--- config.mk ---
export PLATFORM = sky130hd
export DESIGN_NAME = six_byte_frame_checker_unit_flat
export DESIGN_NICKNAME = d
export VERILOG_FILES = /design/src/hdl/sbfc_pkg.sv /design/src/hdl/sbfc_in_if.sv /design/src/hdl/sbfc_out_if.sv /design/src/hdl/sbfc_cfg_if.sv /design/src/hdl/sbfc_frame_eval.sv /design/src/hdl/six_byte_frame_checker_unit.sv /design/src/flat_wrapper.sv
export SDC_FILE = /design/constraint.sdc
export NUM_CORES = 1
export LEC_CHECK = 0
export ABC_AREA = 0
export BUFFER_PORTS_ARGS = -buffer_cell sky130_fd_sc_hd__buf_2
export CAP_MARGIN = 20
export CORE_UTILIZATION = 55
export CTS_BUF_LIST = sky130_fd_sc_hd__clkbuf_2
export DETAILED_ROUTE_END_ITERATION = 10
export GPL_TIMING_DRIVEN = 1
export PLACE_DENSITY = 0.84
export SLEW_MARGIN = 40
export SYNTH_ARGS = -nofsm -noshare
export SYNTH_HDL_FRONTEND = slang
export SYNTH_SLANG_ARGS = --single-unit
--- constraint.sdc ---
create_clock -name clk -period 5.6 [get_ports clk]
set_input_delay 1.12 -clock clk [delete_from_list [all_inputs] [get_ports clk]]
set_output_delay 1.12 -clock clk [all_outputs]
set_load 0.02 [all_outputs]
--- src/hdl/sbfc_pkg.sv ---
// sbfc_pkg: shared types, codes and helper functions for the six-byte frame checker
// no dependencies; used by sbfc_cfg_if, sbfc_frame_eval and the top level
`timescale 1ns / 1ps
`default_nettype none

package sbfc_pkg;

  localparam int FRAME_LEN   = 6;
  localparam int STORE_DEPTH = FRAME_LEN - 1;
  localparam int POS_W       = 3;
  localparam int CFG_IDX_W   = 8;

  // register indexes
  localparam logic [CFG_IDX_W-1:0] REG_HEADER  = 8'd0;
  localparam logic [CFG_IDX_W-1:0] REG_TRAILER = 8'd1;
  localparam logic [CFG_IDX_W-1:0] REG_ALARM   = 8'd2;
  localparam logic [CFG_IDX_W-1:0] REG_REQUEST = 8'd3;

  // reset values of the registers
  localparam logic [7:0] HEADER_RST  = 8'hFF;
  localparam logic [7:0] TRAILER_RST = 8'h0A;
  localparam logic [7:0] ALARM_RST   = 8'hFF;
  localparam logic [7:0] REQUEST_RST = 8'hAA;

  // frame status codes
  localparam logic [1:0] ST_VALID    = 2'd0;
  localparam logic [1:0] ST_CHECKSUM = 2'd1;
  localparam logic [1:0] ST_FRAMING  = 2'd2;

  // frame kind codes
  localparam logic [1:0] KIND_DATA    = 2'd0;
  localparam logic [1:0] KIND_ALARM   = 2'd1;
  localparam logic [1:0] KIND_REQUEST = 2'd2;

  typedef struct packed {
    logic [7:0] header_value;
    logic [7:0] trailer_value;
    logic [7:0] alarm_pattern;
    logic [7:0] request_pattern;
  } cfg_t;

  typedef struct packed {
    logic [1:0] frame_status;
    logic       resend_request;
    logic [1:0] frame_kind;
    logic       latch_en;
  } eval_t;

  function automatic logic [3:0] ones8(input logic [7:0] v);
    logic [3:0] n;
    n = 4'd0;
    for (int i = 0; i < 8; i++) begin
      n = n + {3'd0, v[i]};
    end
    return n;
  endfunction

endpackage

`default_nettype wire

--- src/hdl/sbfc_in_if.sv ---
// sbfc_in_if: received byte channel (valid/ready)
// no dependencies
`timescale 1ns / 1ps
`default_nettype none

interface sbfc_in_if;
  logic       valid;
  logic       ready;
  logic [7:0] rx_byte;

  modport source (output valid, output rx_byte, input ready);
  modport sink (input valid, input rx_byte, output ready);
endinterface

`default_nettype wire

--- src/hdl/sbfc_out_if.sv ---
// sbfc_out_if: frame result channel (valid/ready)
// no dependencies
`timescale 1ns / 1ps
`default_nettype none

interface sbfc_out_if;
  logic       valid;
  logic       ready;
  logic [1:0] frame_status;
  logic       resend_request;
  logic [1:0] frame_kind;
  logic [7:0] remote_exposure;
  logic [7:0] remote_minutes;
  logic [7:0] remote_voc;

  modport source (output valid, output frame_status, output resend_request,
                  output frame_kind, output remote_exposure, output remote_minutes,
                  output remote_voc, input ready);
  modport sink (input valid, input frame_status, input resend_request,
                input frame_kind, input remote_exposure, input remote_minutes,
                input remote_voc, output ready);
endinterface

`default_nettype wire

--- src/hdl/sbfc_cfg_if.sv ---
// sbfc_cfg_if: register write channel (valid/ready, index and data)
// depends on sbfc_pkg for the index width
`timescale 1ns / 1ps
`default_nettype none

interface sbfc_cfg_if;
  logic                           valid;
  logic                           ready;
  logic [sbfc_pkg::CFG_IDX_W-1:0] index;
  logic [7:0]                     data;

  modport source (output valid, output index, output data, input ready);
  modport sink (input valid, input index, input data, output ready);
endinterface

`default_nettype wire

--- src/hdl/sbfc_frame_eval.sv ---
// sbfc_frame_eval: combinational check of a complete frame (status, kind, latch enable)
// depends on sbfc_pkg
`timescale 1ns / 1ps
`default_nettype none

module sbfc_frame_eval (
  input  wire logic [7:0]      header_byte,
  input  wire logic [7:0]      pay0,
  input  wire logic [7:0]      pay1,
  input  wire logic [7:0]      pay2,
  input  wire logic [7:0]      checksum,
  input  wire logic [7:0]      trailer_byte,
  input  wire sbfc_pkg::cfg_t  cfg,
  output sbfc_pkg::eval_t      res
);

  logic [4:0] count;
  logic [7:0] all_and;

  always_comb begin
    count = {1'b0, sbfc_pkg::ones8(pay0)} + {1'b0, sbfc_pkg::ones8(pay1)}
          + {1'b0, sbfc_pkg::ones8(pay2)};
    all_and = pay0 & pay1 & pay2;

    // checksum error wins over framing error
    priority if (checksum != {3'd0, count}) begin
      res.frame_status = sbfc_pkg::ST_CHECKSUM;
    end else if (header_byte != cfg.header_value || trailer_byte != cfg.trailer_value) begin
      res.frame_status = sbfc_pkg::ST_FRAMING;
    end else begin
      res.frame_status = sbfc_pkg::ST_VALID;
    end
    res.resend_request = (res.frame_status != sbfc_pkg::ST_VALID);

    res.latch_en = 1'b0;
    priority if (all_and == cfg.alarm_pattern) begin
      res.frame_kind = sbfc_pkg::KIND_ALARM;
    end else if (all_and == cfg.request_pattern) begin
      res.frame_kind = sbfc_pkg::KIND_REQUEST;
    end else begin
      res.frame_kind = sbfc_pkg::KIND_DATA;
      res.latch_en   = 1'b1;
    end
  end

endmodule

`default_nettype wire

--- src/hdl/six_byte_frame_checker_unit.sv ---
// six_byte_frame_checker_unit: groups received bytes into six-byte frames and checks them
// depends on sbfc_pkg, the three channel interfaces and sbfc_frame_eval
//
// usage:
//   in_ch  - one received byte per word; frames are header, three payload bytes,
//            checksum (count of 1 bits in the payload) and trailer
//   out_ch - one result word per frame: status, resend flag, kind and the latched
//            remote values as they stand after that frame
//   cfg_ch - register writes (header, trailer, alarm pattern, request pattern);
//            ready is always high, unknown indexes are dropped
// timing:
//   a byte is taken in each cycle with in_ch.valid and in_ch.ready high; the sixth
//   byte of a frame is checked when taken; its result shows on out_ch in the next cycle
//   throughput is one byte per cycle as long as out_ch takes each result word
// stall:
//   while a result waits and out_ch.ready is low, in_ch.ready drops; it stays
//   high in the cycle the waiting result is taken
// reset:
//   rst_n (synchronous, active low) restarts framing at the header byte, clears
//   the latched remote values, empties the result register and reloads the
//   register defaults
`timescale 1ns / 1ps
`default_nettype none

module six_byte_frame_checker_unit (
  input  wire logic clk,
  input  wire logic rst_n,
  sbfc_in_if.sink   in_ch,
  sbfc_out_if.source out_ch,
  sbfc_cfg_if.sink  cfg_ch
);

  sbfc_pkg::cfg_t cfg_r;
  logic [sbfc_pkg::POS_W-1:0] pos_r;
  logic [7:0] store_r [sbfc_pkg::STORE_DEPTH];
  logic [7:0] exposure_r, minutes_r, voc_r;
  logic [7:0] exposure_nxt, minutes_nxt, voc_nxt;

  logic       out_valid_r;
  logic [1:0] status_r;
  logic       resend_r;
  logic [1:0] kind_r;

  logic in_take;
  logic last_byte;
  sbfc_pkg::eval_t eval;

  assign cfg_ch.ready = 1'b1;
  assign in_ch.ready  = !out_valid_r || out_ch.ready;
  assign in_take      = in_ch.valid && in_ch.ready;
  // any position past the stored bytes closes the frame
  assign last_byte    = (pos_r >= sbfc_pkg::POS_W'(sbfc_pkg::STORE_DEPTH));

  always_ff @(posedge clk) begin
    if (!rst_n) begin
      cfg_r.header_value    <= sbfc_pkg::HEADER_RST;
      cfg_r.trailer_value   <= sbfc_pkg::TRAILER_RST;
      cfg_r.alarm_pattern   <= sbfc_pkg::ALARM_RST;
      cfg_r.request_pattern <= sbfc_pkg::REQUEST_RST;
    end else if (cfg_ch.valid) begin
      unique case (cfg_ch.index)
        sbfc_pkg::REG_HEADER:  cfg_r.header_value    <= cfg_ch.data;
        sbfc_pkg::REG_TRAILER: cfg_r.trailer_value   <= cfg_ch.data;
        sbfc_pkg::REG_ALARM:   cfg_r.alarm_pattern   <= cfg_ch.data;
        sbfc_pkg::REG_REQUEST: cfg_r.request_pattern <= cfg_ch.data;
        default: begin
        end
      endcase
    end
  end

  sbfc_frame_eval u_eval (
    .header_byte  (store_r[0]),
    .pay0         (store_r[1]),
    .pay1         (store_r[2]),
    .pay2         (store_r[3]),
    .checksum     (store_r[4]),
    .trailer_byte (in_ch.rx_byte),
    .cfg          (cfg_r),
    .res          (eval)
  );

  always_comb begin
    exposure_nxt = exposure_r;
    minutes_nxt  = minutes_r;
    voc_nxt      = voc_r;
    if (eval.latch_en) begin
      exposure_nxt = store_r[1];
      minutes_nxt  = store_r[2];
      voc_nxt      = store_r[3];
    end
  end

  // byte position, latched values and result valid
  always_ff @(posedge clk) begin
    if (!rst_n) begin
      pos_r       <= '0;
      exposure_r  <= '0;
      minutes_r   <= '0;
      voc_r       <= '0;
      out_valid_r <= 1'b0;
    end else begin
      if (in_take && last_byte) begin
        out_valid_r <= 1'b1;
      end else if (out_ch.ready) begin
        out_valid_r <= 1'b0;
      end
      if (in_take) begin
        if (last_byte) begin
          pos_r       <= '0;
          exposure_r  <= exposure_nxt;
          minutes_r   <= minutes_nxt;
          voc_r       <= voc_nxt;
        end else begin
          pos_r <= pos_r + 1'b1;
        end
      end
    end
  end

  // frame store and result payload
  always_ff @(posedge clk) begin
    if (in_take) begin
      if (last_byte) begin
        status_r <= eval.frame_status;
        resend_r <= eval.resend_request;
        kind_r   <= eval.frame_kind;
      end else begin
        store_r[pos_r] <= in_ch.rx_byte;
      end
    end
  end

  assign out_ch.valid           = out_valid_r;
  assign out_ch.frame_status    = status_r;
  assign out_ch.resend_request  = resend_r;
  assign out_ch.frame_kind      = kind_r;
  assign out_ch.remote_exposure = exposure_r;
  assign out_ch.remote_minutes  = minutes_r;
  assign out_ch.remote_voc      = voc_r;

endmodule

`default_nettype wire

--- src/flat_wrapper.sv ---
// flat-port wrapper written by rule: the top's interface ports become plain ports
module six_byte_frame_checker_unit_flat 
  (clk, rst_n, in_ch_valid, in_ch_rx_byte, in_ch_ready, out_ch_valid, out_ch_frame_status, out_ch_resend_request, out_ch_frame_kind, out_ch_remote_exposure, out_ch_remote_minutes, out_ch_remote_voc, out_ch_ready, cfg_ch_valid, cfg_ch_index, cfg_ch_data, cfg_ch_ready);
  sbfc_in_if in_ch_i ();
  sbfc_out_if out_ch_i ();
  sbfc_cfg_if cfg_ch_i ();
  input  wire logic clk;
  input  wire logic rst_n;
  input wire logic [$bits(in_ch_i.valid)-1:0] in_ch_valid;
  input wire logic [$bits(in_ch_i.rx_byte)-1:0] in_ch_rx_byte;
  output wire logic [$bits(in_ch_i.ready)-1:0] in_ch_ready;
  output wire logic [$bits(out_ch_i.valid)-1:0] out_ch_valid;
  output wire logic [$bits(out_ch_i.frame_status)-1:0] out_ch_frame_status;
  output wire logic [$bits(out_ch_i.resend_request)-1:0] out_ch_resend_request;
  output wire logic [$bits(out_ch_i.frame_kind)-1:0] out_ch_frame_kind;
  output wire logic [$bits(out_ch_i.remote_exposure)-1:0] out_ch_remote_exposure;
  output wire logic [$bits(out_ch_i.remote_minutes)-1:0] out_ch_remote_minutes;
  output wire logic [$bits(out_ch_i.remote_voc)-1:0] out_ch_remote_voc;
  input wire logic [$bits(out_ch_i.ready)-1:0] out_ch_ready;
  input wire logic [$bits(cfg_ch_i.valid)-1:0] cfg_ch_valid;
  input wire logic [$bits(cfg_ch_i.index)-1:0] cfg_ch_index;
  input wire logic [$bits(cfg_ch_i.data)-1:0] cfg_ch_data;
  output wire logic [$bits(cfg_ch_i.ready)-1:0] cfg_ch_ready;
  assign in_ch_i.valid = in_ch_valid;
  assign in_ch_i.rx_byte = in_ch_rx_byte;
  assign in_ch_ready = in_ch_i.ready;
  assign out_ch_valid = out_ch_i.valid;
  assign out_ch_frame_status = out_ch_i.frame_status;
  assign out_ch_resend_request = out_ch_i.resend_request;
  assign out_ch_frame_kind = out_ch_i.frame_kind;
  assign out_ch_remote_exposure = out_ch_i.remote_exposure;
  assign out_ch_remote_minutes = out_ch_i.remote_minutes;
  assign out_ch_remote_voc = out_ch_i.remote_voc;
  assign out_ch_i.ready = out_ch_ready;
  assign cfg_ch_i.valid = cfg_ch_valid;
  assign cfg_ch_i.index = cfg_ch_index;
  assign cfg_ch_i.data = cfg_ch_data;
  assign cfg_ch_ready = cfg_ch_i.ready;
  six_byte_frame_checker_unit u_core (.clk(clk), .rst_n(rst_n), .in_ch(in_ch_i), .out_ch(out_ch_i), .cfg_ch(cfg_ch_i));
endmodule
==> results.yml, run 1 <==
timing:
  report.final.hold_viol_count: 0
  period_needed_ns: 5.05
  final_max_slew_viol_count: 0
  timing.hold.ws_ns: 0.475
  final.setup.tns_ns: 0
  finClkSkew_ns: 0.0388
  fmax_mhz: 198
  timing.slew.headroom_pct: 46.8
  final.period_utilization_pct: 90.3
  grt_setup_unrepaired: "false"
  tightest_slew_ns: 0.799
  setup_violations: 0
cts:
  clock-root-buffer: "clkbuf_2"
  cts_tree: "built"
  clockBufferDepth: 2
  post_cts_buffers: 0
  post_cts_resized: 0
  clock_latency_ns: 0.53
  numCtsBuffers: 9
  h-tree-depth: 3
  clkSlewWorstSetupHoldPaths_ns: 0.26
  cts_sinks: 105
  hold_buffers: 0
synth:
  synth_compound_area_share_pct: 4.40
  synth_edf_count: 45
  synth_top_family_by_area: "simple AND/OR/NAND/NOR gates"
  synth_fa_ha_area_share_pct: 8.90
  yosysTopAreaCell: "edfxtp_1"
  synth-async-reset-ratio_pct: 0
  synth_cells: 426
  ys_top_cells_by_area: "edfxtp_1 (27%), dfxtp_1 (24%), mux2i_1 (11%)"
  syn-num-nets: 480
  muxShareOfSynthArea_pct: 11.3
  synthFlopType: "dfxtp_1"
  ys_seq_area_share_pct: 51.6
  synth_top_area_share_pct: 27.3
  ys_ff_latch: 105
  ys_warn_count: 0
  syn_area_um2: 4950
  syn_avg_cell_area_um2: 11.6
  synthDistinctLibCells: 38
  synth_xor_area_share_pct: 4.07
  yosys.area_share.simple_pct: 15.5
setup_path:
  crit_fanout: 6
  cp.required_ns: 5.91
  path_delay_family: "adder cells"
  cpMostUsedCell: "fa_1"
  cp_slowest_cell: "fa_1"
  worstPathArrival_ns: 5.36
  critPathMaxStageDelay_ns: 0.57
  cp-end-kind: "flip-flop"
  crit_path_cell_trace: "fa_1 > inv_1 > fa_1 > fa_1 > inv_1 > fa_1 > inv_1 > fa_1 > inv_1 > ha_1 > fa_1 > a21o_1 > a21oi_1 > xor2_1 > nand4_1 > nand2b_1"
  start_kind: "flip-flop"
  path_class: "reg2reg"
  critPathBufInv: 4
place:
  dpl.cell_count: 583
  hpwl_mm: 7.89
  gp_routability_congestion: 0.956
  placed_area_um2: 5330
  numPortBuffers: 59
global_route:
  antenna_found_initial: 0
  grtUsageMet3_pct: 3.54
  grt_use_met2_pct: 40.2
  grt_pass1_vias: 3486
  grt_max_degree: 85
  busiest_layer: "met2"
  grt-ovfl-total: 0
  grt_pass1_wl_mm: 17.7
  use_met1_pct: 32.1
  gr-usage-all-layers_pct: 24.2
detailed_routing:
  drcViolationCount: 0
  ant_nets: 0
  vias: 3435
  first_iter_violations: 224
  wl_per_cell_um: 17.8
  drt-total-wl_mm: 10.7
  drtPass1Iterations: 5
  vias_per_cell: 5.73
cells_and_area:
  multiInputGateArea_um2: 2190
  utilization_pct: 62.7
  stdcell_area_um2: 5460
  regArea_um2: 2550
  layout-drive-gt1-share_pct: 17.9
  final_cells: 599
  fill_cells: 670
  fin_nets: 540
  insertedDiodeCount: 0
  area_growth_pct: 10.4
  final_common_cell: "nand2_1"
  final_cell_mix: "nand2_1 (73), dfxtp_1 (60), buf_2 (59), mux2i_1 (56), edfxtp_1 (45)"
floorplanning:
  num_io_pins: 61
  num_rows: 34
  die_area_um2: 9380
  die_w_um: 96.8
  initial_core_util_pct: 56.7
  die_height_um: 96.8
  coreArea_um2: 8720
run_status:
  status: "finished clean"
power_and_ir_drop:
  vdd_ir_drop_max_v: 0.000128
  switching_share_pct: 25.6
  powerDensity_nw_per_um2: 258
  seq_power_share_pct: 58.3
  switching_power_w: 0.000361
  combPwrFrac_pct: 14.0
  clkPwrFrac_pct: 27.7
  p_leak_nw: 2.34
  intPower_w: 0.00105
hold_path:
  hold_path.class: "reg2reg"
flow_run:
  drv_cap: 0
-- cell type report --
type	instances	share of cell area, %
timing repair buffer	63	5.95
inverter	34	2.34
clock inverter	5	1.47
multi-input combinational	273	40.1
clock buffer	11	1.01
tap	108	2.47
sequential	105	46.7
-- power groups by stage --
stage	clock network (W)	logic, W	registers, W
3_5_place_dp	0	0.000194	0.000836
5_1_grt	0.000423	0.000224	0.000823
6_report	0.000390	0.000196	0.000822
4_1_cts	0.000396	0.000197	0.000821
2_1_floorplan	0	0.000140	0.000834
3_3_place_gp	0	0.000185	0.000835
-- worst register-to-register path: cells and delay by family (launching register included) --
kind / cells / cell delay [ns]
buffers and inverters: 4 / 0.22
and+or+nand+nor: 2 / 0.33
DFF: 1 / 0.55
xor gates and xnor gates: 1 / 0.17
adders and majority gates: 7 / 3.21
AOI/OAI and AO/OA: 2 / 0.35
-- sequential cells by signal, summed over array words and instances, names as in the netlist --
name,cells
u_core.out_ch.remote_exposure,8
u_core.out_ch.remote_minutes,8
u_core.store_r,40
u_core.pos_r,3
u_core.out_ch.frame_status,2
u_core.out_ch.resend_request,1
u_core.out_ch.frame_kind,2
u_core.out_ch.remote_voc,8
u_core.out_ch.valid,1
u_core.cfg_r,32
-- final timing paths --
path                                             startpoint                           end  slack [ns]  depth (start not counted)
worst max-delay path                   u_core.store_r[2][1]  u_core.out_ch.resend_request        0.55                         16
worst min-delay path            u_core.out_ch.remote_voc[2]   u_core.out_ch.remote_voc[2]        0.47                          2
worst max register to register         u_core.store_r[2][1]  u_core.out_ch.resend_request        0.55                         16
worst min register to register  u_core.out_ch.remote_voc[2]   u_core.out_ch.remote_voc[2]        0.47                          2
-- Yosys cell counts, types with 5 or more instances --
cell and instances:
fa_1 17, nand4_1 5, xnor2_1 20, edfxtp_1 45, ha_1 8, dfxtp_1 60, a31oi_1 16, nand2_1 73
mux2i_1 56, nor2b_1 13, inv_1 34, nor4_1 5, and4_1 15, clkbuf_1 10, o22ai_1 6
-- logic make-up (layout without fill, tap and decap cells) --
kind of cell             count (synthesis)  in the layout
buffers and inverters                   48            113
AND/OR/NAND/NOR                        135            135
XOR/XNOR                                23             23
flip-flops                             105            105
multiplexers                            56             56
adder cells (fa/ha/maj)                 25             25
other                                    1              1
AO/OA/AOI/OAI                           33             33
-- per-stage QoR --
| step | setup slack [ns] | power [W] |
|---|---|---|
| global route | 0.301 | 0.00147 |
| detailed placement | 0.586 | 0.00103 |
| floorplan | 0.854 | 0.000973 |
| finish | 0.546 | 0.00141 |
| global placement | 0.692 | 0.00102 |
| CTS | 0.558 | 0.00141 |
-- layer usage --
metal / wire length [um] / part of all wire, % / vias to the layer above
li1: - / - / 1604
met1: 4520 / 42 / 1665
met2: 5210 / 49 / 137
met3: 668 / 6.3 / 29
met4: 267 / 2.5 / 0
met5: 0 / 0 / -
No activity file was read; power rests on OpenSTA's default activity.
==> inputs of run 2 (changes only) <==
- SYNTH_HIERARCHICAL: unset -> 1
==> run 2 against run 1 <==
Against the previous run: the run now ends with design-rule violations left; first-iteration DRC count is 30% lower; global-route usage decreased by 1.2 points; sequential power about the same; clock power up 2%; critical endpoint is now u_core/out_ch.resend_request; area after synthesis grew 3.6%; core utilization grew 1.0 points.
==> results.yml, run 2 <==
cells_and_area:
  top_register: "u_core/store_r"
  fill_cells: 663
  multiInputGateArea_um2: 2380
  largest_reg_flops: 40
  final_common_cell: "nand2_1"
  insertedDiodeCount: 0
  largest_registers: "u_core/store_r: 40 flops, u_core/cfg_r: 32 flops"
  fin_nets: 567
  final_cell_mix: "nand2_1 (66), dfxtp_1 (60), buf_2 (58), mux2i_1 (56), edfxtp_1 (45)"
  regArea_um2: 2550
  area_growth_pct: 10.5
  utilization_pct: 63.7
  layout-drive-gt1-share_pct: 18.6
detailed_routing:
  drt-total-wl_mm: 10.5
  vias_per_cell: 5.63
  ant_nets: 0
  drtPass1Iterations: 10
  wl_per_cell_um: 17.0
  first_iter_violations: 156
  drcViolationCount: 3
  vias: 3477
synth:
  synth_top_area_share_pct: 26.4
  synth_cells: 444
  synth_top_family_by_area: "simple AND/OR/NAND/NOR gates"
  yosysMostFrequentCell: "nand2_1"
  syn_avg_cell_area_um2: 11.5
  synth-async-reset-ratio_pct: 0
  synth_edf_count: 45
  syn_area_um2: 5120
  ys_warn_count: 6
  ys_ff_latch: 105
  synth_compound_area_share_pct: 3.57
  ys_top_cells_by_area: "edfxtp_1 (26%), dfxtp_1 (23%), mux2i_1 (11%)"
  muxShareOfSynthArea_pct: 10.9
  synth_commonest_cells: "nand2_1 (66), dfxtp_1 (60), mux2i_1 (56)"
  syn-num-nets: 506
  yosysTopAreaCell: "edfxtp_1"
  synthFlopType: "dfxtp_1"
  synthDistinctLibCells: 42
  yosys.area_share.simple_pct: 15.6
  synth_xor_area_share_pct: 5.98
  synth_fa_ha_area_share_pct: 10.3
  ys_seq_area_share_pct: 49.8
cts:
  numCtsBuffers: 9
  clockBufferDepth: 2
  hold_buffers: 0
  clkSlewWorstSetupHoldPaths_ns: 0.27
  cts_tree: "built"
  clock-root-buffer: "clkbuf_2"
  cts_sinks: 105
  h-tree-depth: 3
  clock_latency_ns: 0.55
global_route:
  gr-usage-all-layers_pct: 23.1
  antenna_found_initial: 0
  grt_pass1_vias: 3417
  grt_pass1_wl_mm: 17.1
  grt_max_degree: 59
  grt-ovfl-total: 0
timing:
  final.setup.tns_ns: 0
  final.period_utilization_pct: 98.6
  tightest_slew_ns: 0.748
  grt_setup_unrepaired: "true"
  fmax_mhz: 181
  report.final.hold_viol_count: 0
  timing.slew.headroom_pct: 49.4
  finClkSkew_ns: 0.0160
  final_max_slew_viol_count: 0
  period_needed_ns: 5.52
  setup_violations: 0
run_status:
  violations: "design-rule violations"
  status: "finished with violations"
hold_path:
  hold_path.class: "reg2reg"
place:
  numPortBuffers: 59
  hpwl_mm: 7.90
  gp_routability_congestion: 0.854
setup_path:
  r2r_slack_ns: 0.08
  cp.required_ns: 5.92
  crit_fanout: 4
  start_kind: "flip-flop"
  worstPathArrival_ns: 5.84
  cp-end-kind: "flip-flop"
  path_class: "reg2reg"
floorplanning:
  initial_core_util_pct: 57.6
  die_height_um: 98.5
  die_area_um2: 9710
  die_w_um: 98.5
  num_io_pins: 61
  coreArea_um2: 8890
  num_rows: 34
flow_run:
  drv_cap: 0
power_and_ir_drop:
  vdd_ir_drop_max_v: 0.000189
  powerDensity_nw_per_um2: 251
  p_leak_nw: 2.54
==> run 2: path summary, 6_finish.rpt <==
check                                   start                      endpoint  cells after the start
setup / recovery         u_core/store_r[3][2]  u_core/out_ch.resend_request                     14
hold / removal    u_core/out_ch.remote_voc[2]   u_core/out_ch.remote_voc[2]                      2
setup reg to reg         u_core/store_r[3][2]  u_core/out_ch.resend_request                     14
hold reg to reg   u_core/out_ch.remote_voc[2]   u_core/out_ch.remote_voc[2]                      2
==> run 2: kinds of logic after synthesis <==
| kind of cell | count (synthesis) |
|---|---|
| AO/OA/AOI/OAI | 27 |
| buffers and inverters | 41 |
| adder cells (fa/ha/maj) | 33 |
| AND/OR/NAND/NOR | 146 |
| multiplexers | 56 |
| XOR/XNOR | 35 |
| flip-flops | 105 |
| other | 1 |
==> run 2: worst max-delay path, stage by stage (launching register included) <==
cell	delay (ns)
edfxtp_1	0.51
fa_1	0.52
fa_1	0.52
inv_1	0.05
fa_2	0.53
fa_1	0.43
fa_1	0.46
fa_1	0.50
inv_1	0.05
ha_2	0.17
fa_1	0.46
xor2_1	0.18
nor4_1	0.22
nand3_1	0.16
or4b_1	0.55
==> run 2: metal layers <==
layer,up-vias,share of wire (%),GRT usage [%]
met5,-,0,0
met4,0,1.9,6.89
met3,17,4.3,3.90
met2,107,49,39.1
met1,1683,45,30.5
li1,1670,-,-
==> run 2: area by class of cell <==
class                      instances  share of cell area (%)
tap                              108                    2.39
clock inverter                     6                    1.59
multi-input combinational        298                    42.1
clock buffer                      10                   0.884
inverter                          23                    1.52
sequential                       105                    45.1
timing repair buffer              68                    6.45
==> run 2: through the flow <==
step                total power (W)  cell area [um2]  setup slack, ns  hold slack, ns  std cells
floorplan                  0.000977             5120            0.384           0.450        444
global placement            0.00102             5490            0.258           0.443        599
detailed placement          0.00103             5490            0.113           0.451        599
CTS                         0.00143             5630           0.0871           0.479        615
global route                0.00149             5660          -0.0490           0.489        618
finish                      0.00142             5660           0.0805           0.476        618
==> run 2: repair_timing <==
item / in CTS / in global routing
endpoints found under the setup margin: 0 / 2
gates resized for setup: 0 / 2
buffers inserted: 0 / 3
==> run 2: report_power, final <==
part	total [W]	internal [W]	switching [W]
Sequential	0.000821	0.000811	0.0000100
Clock	0.000398	0.000153	0.000246
Combinational	0.000201	0.0000895	0.000112
